### src/design/lkvc_pkg.sv
`timescale 1ns / 1ps
`default_nettype none
// ----------------------------------------------------------------------------
// lkvc_pkg
// Shared constants, types and codes of the LRU key/value cache.
// ----------------------------------------------------------------------------
package lkvc_pkg;

    localparam int ENTRIES = 32;
    localparam int IDX_W   = $clog2(ENTRIES);
    localparam int CNT_W   = $clog2(ENTRIES + 1);
    localparam int KEY_W   = 64;
    localparam int VAL_W   = 32;
    localparam int CFG_W   = 6;
    localparam int CMP_W   = CNT_W + CFG_W;

    localparam logic [CFG_W-1:0] CAP_RESET = CFG_W'(32);

    localparam logic CMD_LOOKUP = 1'b0;
    localparam logic CMD_FILL   = 1'b1;

    typedef enum logic [1:0] {
        ST_IDLE,
        ST_SCAN,
        ST_UPDATE
    } lkvc_state_t;

    // One registered read of the key/value store
    typedef struct packed {
        logic             vld;
        logic [IDX_W-1:0] idx;
        logic             key_eq;
        logic [VAL_W-1:0] value;
    } lkvc_rd_t;

endpackage
`default_nettype wire

### src/design/lru_key_value_cache_top.sv
`timescale 1ns / 1ps
`default_nettype none
// ----------------------------------------------------------------------------
// lru_key_value_cache_top
// Fully associative key/value cache with least-recently-used replacement.
// ----------------------------------------------------------------------------
//  Channel   Direction  Handshake          Content
//  s_        in         s_tvalid/s_tready  tdata: key, fill value; tuser: command
//  m_        out        m_tvalid/m_tready  tdata: found value; tuser: hit, evicted
//  cfg_      in         cfg_wr_en          capacity in use (6 bits)
//
//  Items are taken one at a time; the next is accepted only after the update:
//  the keys are scanned one per cycle through the single read port of the
//  key/value memory, then the recency ranks update in the update state.
//  Reset clears valid bits and ranks at once; no clearing pass is run.
//  A result that is not taken holds the block before its update cycle.
// ----------------------------------------------------------------------------
module lru_key_value_cache_top
    import lkvc_pkg::*;
(
    input  wire logic             aclk,
    input  wire logic             aresetn,
    input  wire logic             s_tvalid,
    output logic                  s_tready,
    input  wire logic [95:0]      s_tdata,   // [63:0] entity_key, [95:64] fill_value
    input  wire logic [0:0]       s_tuser,   // [0] command
    output logic                  m_tvalid,
    input  wire logic             m_tready,
    output logic [31:0]           m_tdata,   // [31:0] found_value
    output logic [1:0]            m_tuser,   // [0] hit, [1] evicted
    input  wire logic             cfg_wr_en,
    input  wire logic [CFG_W-1:0] cfg_wr_data
);

    lkvc_state_t state_reg, state_next;

    logic [CFG_W-1:0] cap_reg;
    logic [CNT_W-1:0] entries_used_reg;
    logic [ENTRIES-1:0] valid_reg;
    logic [IDX_W-1:0] rank_reg [ENTRIES];

    logic             cmd_reg;
    logic [KEY_W-1:0] key_reg;
    logic [VAL_W-1:0] value_reg;
    logic [CNT_W-1:0] cnt_reg;

    logic             match_found_reg;
    logic [IDX_W-1:0] match_idx_reg;
    logic [IDX_W-1:0] match_rank_reg;
    logic [VAL_W-1:0] match_value_reg;
    logic             free_found_reg;
    logic [IDX_W-1:0] free_idx_reg;
    logic             lru_found_reg;
    logic [IDX_W-1:0] lru_idx_reg;
    logic [IDX_W-1:0] lru_rank_reg;

    logic             m_tvalid_reg;
    logic [31:0]      m_tdata_reg;
    logic [1:0]       m_tuser_reg;

    logic             accept;
    logic             rd_en;
    logic             upd_go;
    logic             out_room;
    lkvc_rd_t         rd;

    logic             scan_v;
    logic [IDX_W-1:0] scan_rank;
    logic             scan_last;

    logic [CMP_W-1:0] cap_eff;
    logic             has_room;
    logic             do_mmr;
    logic             do_write;
    logic             do_new;
    logic [IDX_W-1:0] tgt;
    logic [IDX_W-1:0] tgt_rank;
    logic             res_hit;
    logic             res_evicted;
    logic [VAL_W-1:0] res_value;

    lkvc_store u_store (
        .aclk       (aclk),
        .aresetn    (aresetn),
        .rd_en      (rd_en),
        .rd_addr    (cnt_reg[IDX_W-1:0]),
        .search_key (key_reg),
        .wr_en      (do_write),
        .wr_addr    (tgt),
        .wr_key     (key_reg),
        .wr_value   (value_reg),
        .rd_o       (rd)
    );

    assign out_room  = !m_tvalid_reg || m_tready;
    assign scan_v    = valid_reg[rd.idx];
    assign scan_rank = rank_reg[rd.idx];
    assign scan_last = rd.vld && (rd.idx == IDX_W'(ENTRIES - 1));

    // Next state
    always_comb begin
        state_next = state_reg;
        case (state_reg)
            ST_IDLE: begin
                if (s_tvalid) begin
                    state_next = ST_SCAN;
                end
            end
            ST_SCAN: begin
                if (scan_last) begin
                    state_next = ST_UPDATE;
                end
            end
            ST_UPDATE: begin
                if (out_room) begin
                    state_next = ST_IDLE;
                end
            end
            default: state_next = ST_IDLE;
        endcase
    end

    // FSM outputs
    always_comb begin
        s_tready = 1'b0;
        rd_en    = 1'b0;
        upd_go   = 1'b0;
        case (state_reg)
            ST_IDLE:   s_tready = 1'b1;
            ST_SCAN:   rd_en    = (cnt_reg < CNT_W'(ENTRIES));
            ST_UPDATE: upd_go   = out_room;
            default: begin
                s_tready = 1'b0;
            end
        endcase
    end

    assign accept = s_tvalid && s_tready;

    // Capacity clamped to the range 1..ENTRIES
    always_comb begin
        cap_eff = CMP_W'(cap_reg);
        if (cap_reg == '0) begin
            cap_eff = CMP_W'(1);
        end else if (CMP_W'(cap_reg) > CMP_W'(ENTRIES)) begin
            cap_eff = CMP_W'(ENTRIES);
        end
    end

    assign has_room = CMP_W'(entries_used_reg) < cap_eff;

    // Choose the target entry of the update
    always_comb begin
        do_mmr      = 1'b0;
        do_new      = 1'b0;
        tgt         = match_idx_reg;
        tgt_rank    = match_rank_reg;
        res_hit     = 1'b0;
        res_evicted = 1'b0;
        res_value   = '0;
        if (cmd_reg == CMD_LOOKUP) begin
            if (match_found_reg) begin
                do_mmr    = 1'b1;
                res_hit   = 1'b1;
                res_value = match_value_reg;
            end
        end else if (match_found_reg) begin
            do_mmr = 1'b1;
        end else if (has_room) begin
            do_mmr   = 1'b1;
            do_new   = 1'b1;
            tgt      = free_idx_reg;
            tgt_rank = entries_used_reg[IDX_W-1:0];
        end else begin
            do_mmr      = 1'b1;
            res_evicted = 1'b1;
            tgt         = lru_idx_reg;
            tgt_rank    = lru_rank_reg;
        end
    end

    assign do_write = upd_go && (cmd_reg == CMD_FILL);

    always_ff @(posedge aclk) begin
        if (!aresetn) begin
            state_reg        <= ST_IDLE;
            cap_reg          <= CAP_RESET;
            entries_used_reg <= '0;
            valid_reg        <= '0;
            m_tvalid_reg     <= 1'b0;
            for (int j = 0; j < ENTRIES; j++) begin
                rank_reg[j] <= '0;
            end
        end else begin
            state_reg <= state_next;
            if (cfg_wr_en) begin
                cap_reg <= cfg_wr_data;
            end
            if (upd_go) begin
                m_tvalid_reg <= 1'b1;
            end else if (m_tready) begin
                m_tvalid_reg <= 1'b0;
            end
            if (upd_go && do_mmr) begin
                // age every valid entry younger than the target
                for (int j = 0; j < ENTRIES; j++) begin
                    if (valid_reg[j] && (IDX_W'(j) != tgt) && (rank_reg[j] < tgt_rank)) begin
                        rank_reg[j] <= rank_reg[j] + IDX_W'(1);
                    end
                end
                rank_reg[tgt] <= '0;
                if (do_new) begin
                    valid_reg[tgt]   <= 1'b1;
                    entries_used_reg <= entries_used_reg + CNT_W'(1);
                end
            end
        end
    end

    // Item capture and scan tracking
    always_ff @(posedge aclk) begin
        if (accept) begin
            cmd_reg         <= s_tuser[0];
            key_reg         <= s_tdata[KEY_W-1:0];
            value_reg       <= s_tdata[KEY_W+VAL_W-1:KEY_W];
            cnt_reg         <= '0;
            match_found_reg <= 1'b0;
            free_found_reg  <= 1'b0;
            lru_found_reg   <= 1'b0;
        end else begin
            if (rd_en) begin
                cnt_reg <= cnt_reg + CNT_W'(1);
            end
            if (rd.vld) begin
                if (scan_v && rd.key_eq && !match_found_reg) begin
                    match_found_reg <= 1'b1;
                    match_idx_reg   <= rd.idx;
                    match_rank_reg  <= scan_rank;
                    match_value_reg <= rd.value;
                end
                if (!scan_v && !free_found_reg) begin
                    free_found_reg <= 1'b1;
                    free_idx_reg   <= rd.idx;
                end
                if (scan_v && (!lru_found_reg || (scan_rank > lru_rank_reg))) begin
                    lru_found_reg <= 1'b1;
                    lru_idx_reg   <= rd.idx;
                    lru_rank_reg  <= scan_rank;
                end
            end
        end
    end

    always_ff @(posedge aclk) begin
        if (upd_go) begin
            m_tdata_reg <= res_value;
            m_tuser_reg <= {res_evicted, res_hit};
        end
    end

    assign m_tvalid = m_tvalid_reg;
    assign m_tdata  = m_tdata_reg;
    assign m_tuser  = m_tuser_reg;

    a_used_bound: assert property (@(posedge aclk) disable iff (!aresetn)
        entries_used_reg <= CNT_W'(ENTRIES))
        else $error("entries in use exceed the store size");

    a_used_count: assert property (@(posedge aclk) disable iff (!aresetn)
        $countones(valid_reg) == int'(entries_used_reg))
        else $error("valid bits disagree with the use count");

    a_accept_scan: assert property (@(posedge aclk) disable iff (!aresetn)
        accept |=> (state_reg == ST_SCAN))
        else $error("accepted word did not start a scan");

    a_hit_evict: assert property (@(posedge aclk) disable iff (!aresetn)
        m_tvalid_reg |-> !(m_tuser_reg[0] && m_tuser_reg[1]))
        else $error("result flags both hit and eviction");

    a_write_update: assert property (@(posedge aclk) disable iff (!aresetn)
        do_write |-> (state_reg == ST_UPDATE) && !rd_en)
        else $error("memory write outside the update cycle");

endmodule
`default_nettype wire

### src/design/lkvc_store.sv
`timescale 1ns / 1ps
`default_nettype none
// ----------------------------------------------------------------------------
// lkvc_store
// Key/value memory with one write port and one registered read port; the
// read key is compared against the key under search.
// ----------------------------------------------------------------------------
module lkvc_store
    import lkvc_pkg::*;
(
    input  wire logic             aclk,
    input  wire logic             aresetn,
    input  wire logic             rd_en,
    input  wire logic [IDX_W-1:0] rd_addr,
    input  wire logic [KEY_W-1:0] search_key,
    input  wire logic             wr_en,
    input  wire logic [IDX_W-1:0] wr_addr,
    input  wire logic [KEY_W-1:0] wr_key,
    input  wire logic [VAL_W-1:0] wr_value,
    output lkvc_rd_t              rd_o
);

    logic [KEY_W+VAL_W-1:0] mem [ENTRIES];

    logic [KEY_W+VAL_W-1:0] rd_data_reg;
    logic                   rd_vld_reg;
    logic [IDX_W-1:0]       rd_idx_reg;

    always_ff @(posedge aclk) begin
        if (wr_en) begin
            mem[wr_addr] <= {wr_key, wr_value};
        end
    end

    always_ff @(posedge aclk) begin
        if (rd_en) begin
            rd_data_reg <= mem[rd_addr];
            rd_idx_reg  <= rd_addr;
        end
    end

    always_ff @(posedge aclk) begin
        if (!aresetn) begin
            rd_vld_reg <= 1'b0;
        end else begin
            rd_vld_reg <= rd_en;
        end
    end

    assign rd_o.vld    = rd_vld_reg;
    assign rd_o.idx    = rd_idx_reg;
    assign rd_o.key_eq = (rd_data_reg[KEY_W+VAL_W-1:VAL_W] == search_key);
    assign rd_o.value  = rd_data_reg[VAL_W-1:0];

endmodule
`default_nettype wire

### config.mk
export PLATFORM = sky130hd
export DESIGN_NAME = lru_key_value_cache_top
export DESIGN_NICKNAME = d
export VERILOG_FILES = /design/src/design/lkvc_pkg.sv /design/src/design/lru_key_value_cache_top.sv /design/src/design/lkvc_store.sv
export SDC_FILE = /design/constraint.sdc
export NUM_CORES = 2
export LEC_CHECK = 0
export ABC_AREA = 1
export ABC_CLOCK_PERIOD_IN_PS = 15250
export BUFFER_PORTS_ARGS = -buffer_cell sky130_fd_sc_hd__buf_2
export CORE_ASPECT_RATIO = 1.25
export CORE_MARGIN = 2
export CORE_UTILIZATION = 45
export DETAILED_ROUTE_END_ITERATION = 6
export PLACE_DENSITY_LB_ADDON = 0.08
export REMOVE_ABC_BUFFERS = 1
export SLEW_MARGIN = 20
export SYNTH_ARGS = -nofsm -noshare
export SYNTH_HDL_FRONTEND = slang
export SYNTH_HIERARCHICAL = 1
export SYNTH_SLANG_ARGS = --single-unit
### constraint.sdc
create_clock -name aclk -period 15.25 [get_ports aclk]
set_input_delay 2.2875 -clock aclk [delete_from_list [all_inputs] [get_ports aclk]]
set_output_delay 2.2875 -clock aclk [all_outputs]
set_load 0.01 [all_outputs]
==> impl_metrics.csv <==
group,metric,value,unit
setup_path,critical-path-top-delay-family,"buffers and inverters",
final_layout,drive_gt1_share,7.88,%
placement,place_inst,17270,
logic_synthesis,synthTopCellsByArea,"edfxtp_1, nand2_1, nand3_1",
placement,place_ws,8.48,ns
sta,period_share,40.7,%
route,drtPass1Iterations,6,
pwr,p_clk_share,39.1,%
route,drtIter0Drc,9284,
route,wl,447000,µm
cts,ctsResizeCount,0,
pwr,p_leak,0.0601,µW
setup_path,path_cells,"buf_4 > buf_4 > buf_12 > buf_4 > buf_4 > nand2_1 > nand3_1 > nand3_1 > nand2_1 > nand2_1 > nand2_1 > nand2_1 > nand2_1",
sta,hold_violations,0,
cts,numClockSinks,3578,
setup_path,cp-end-kind,"flip-flop",
sta,period_minus_slack,6.20,ns
setup_path,critPathRequiredTime,16.06,ns
sta,rsz0062_at_grt,"no",
logic_synthesis,synth_common_cells,"nand2_1, edfxtp_1, nand3_1",
route,drc,0,
sta,skew,0.0374,ns
final_layout,final_nets,13465,
sta,final.setup.worst_slack,9.05,ns
cts,hold_buffers,0,
floorplan,dieArea,0.336,mm²
route,avgRoutedWirePerCell,24.9,µm
placement,dpl-instance-area,0.154,mm²
setup_path,critPathMaxFanout,180,
pwr,switching_power,6270,µW
grt,grt_pass1_wl,657000,µm
logic_synthesis,yosysTopAreaCell,"edfxtp_1",
floorplan,core,0.330,mm²
grt,grt_pass1_vias,98453,
logic_synthesis,netlist_instances,13251,
placement,dp_hpwl,230000,µm
pwr,ir_drop,94.3,µV
route,vias_per_cell,5.62,
worst_hold_path,hp-class,"reg -> reg",
floorplan,start_util,45.2,%
status,status,"finished clean",
setup_path,crit_top_cell,"nand2_1",
setup_path,critPathLaunchType,"flip-flop",
pwr,pwr-share-comb,13.6,%
logic_synthesis,ys.flop_type,"edfxtp_1",
cts,clk_latency,0.96,ns
flow_run,cap_violations,0,
route,vias,100904,
logic_synthesis,yosys.cell_count.top_type,"nand2_1",
grt,grt_antenna_before_repair,6,
placement,io_buffers,143,
logic_synthesis,synth_edf_count,3361,
logic_synthesis,synth_top_area_share,67.7,%
final_layout,largest_reg_flops,3072,
sta,max_clock_freq,161,MHz
setup_path,critPathKind,"reg -> reg",
logic_synthesis,yosys_warnings,6,
final_layout,area.growth.synth_to_final,11.2,%
grt,globalRouteOverflowTotal,0,
grt,grt_max_degree,190,
final_layout,final_cell_area,0.166,mm²
logic_synthesis,synth.distinct_cells,45,
setup_path,slowest_stage,"buf_4",
route,antenna_left,0,
sta,tightest_slew,1.21,ns
logic_synthesis,synth_area,0.149,mm²
pwr,powerDensity,140,mW/mm²
final_layout,layout.cells.non_filler,17964,
cts,cts_setup_buffers,0,
final_layout,fillers,29337,
cts,cts_inserted_buffers,369,
pwr,seq_power_share,47.3,%
placement,gp_congestion,0.837,
cts,cts-root-buf,"clkbuf_16",
logic_synthesis,ys_seq_elements,3578,
sta,drv_slew,0,
cts,cts_tree,"yes",
setup_path,crit_path_max_incr_delay,0.96,ns
pwr,cellInternalPower,17000,µW
cts,clk_pin_slew,0.06,ns
setup_path,critPathArrivalTime,7.02,ns
setup_path,cp_num_buf_inv,5,
floorplan,die_w,519,µm
cts,htreeDepth,5,
cts,cts_max_path_buffers,4,
pwr,swShare,27.0,%
floorplan,rows,236,
sta,setup_violations,0,
sta,maxSlewHeadroom,19.5,%
logic_synthesis,async_flop_share,0,%
logic_synthesis,syn_avg_cell_area,11.2,µm²
floorplan,die_y,647,µm
logic_synthesis,ys_seq_area_share,70.6,%
floorplan,pin_count,144,
grt,gr-usage-all-layers,26.0,%
## routing by layer
layer / routed length [µm] / share of wire (%) / track usage [%] / vias up
met5: 0 / 0 / 0 / -
met4: 13700 / 3.1 / 7.96 / 0
met3: 26400 / 5.9 / 3.14 / 732
met2: 220000 / 49 / 44.7 / 3466
met1: 187000 / 42 / 34.6 / 50523
li1: - / - / - / 46183
## placed cells by master (no fill, tap or decap), types with 18 or more instances in the layout
cell type   count
inv_1         425
nor2_1        378
nor3_1         27
nand3_1      2943
nor2_4         35
clkbuf_16     381
clkbuf_1       76
nand2_2        36
bufinv_16      39
dfxtp_1       212
xnor2_1        40
o21ai_0       142
clkinv_1       75
nand4_1        79
xor2_1         45
nand2_1      4285
a21oi_1       229
edfxtp_1     3361
buf_2         142
ha_1          108
clkinvlp_4     18
nor2_2         22
buf_4         243
clkinv_2       68
## power by group through the flow
| stage | Sequential [µW] | Combinational (µW) | Clock [µW] |
|---|---|---|---|
| 2_1_floorplan | 11500 | 3040 | 0 |
| 3_3_place_gp | 11200 | 3120 | 0 |
| 3_5_place_dp | 11200 | 3140 | 0 |
| 4_1_cts | 11000 | 3150 | 9250 |
| 5_1_grt | 11000 | 3500 | 9610 |
| 6_report | 11000 | 3170 | 9080 |
## layout make-up
| class | count | area (µm²) | share of cell area, % |
|---|---|---|---|
| Sequential cell | 3578 | 105000 | 63.5 |
| Multi-Input combinational cell | 8448 | 38200 | 23.1 |
| Tap cell | 4403 | 5510 | 3.32 |
| Clock buffer | 457 | 9820 | 5.92 |
| Inverter | 439 | 1710 | 1.03 |
| Clock inverter | 223 | 2190 | 1.32 |
| Antenna cell | 3 | 7.51 | 0.00453 |
| Timing Repair Buffer | 413 | 3030 | 1.83 |
## worst paths after layout
kind / startpoint / cells past startpoint / slack [ns] / endpoint
min: u_store/rd_data_reg[26] / 0 / 0.42 / match_value_reg[26]
min reg2reg: u_store/rd_data_reg[26] / 0 / 0.42 / match_value_reg[26]
max reg2reg: cnt_reg[0] / 13 / 9.05 / u_store/rd_data_reg[81]
max: cnt_reg[0] / 13 / 9.05 / u_store/rd_data_reg[81]
## cells by family after synthesis
logic type	after synthesis	share of synthesized area, %
flops	3578	70.6
simple gates	7821	22.5
fa+ha+maj	108	0.907
xor+xnor	85	0.499
buf+inv	1225	3.93
compound gates	434	1.57
## through the flow
| stage | setup TNS, ns | util, % | total power (µW) | hold WS, ns |
|---|---|---|---|---|
| 4_1_cts | 0 | 50.2 | 23400 | 0.422 |
| 3_3_place_gp | 0 | 46.5 | 14300 | 0.408 |
| 5_1_grt | 0 | 50.2 | 24100 | 0.428 |
| 2_1_floorplan | -6879.29 | - | 14500 | 0.400 |
| 6_report | 0 | 50.2 | 23200 | 0.424 |
| 3_5_place_dp | 0 | 46.5 | 14300 | 0.408 |
Power figures use the tool's default switching activity.
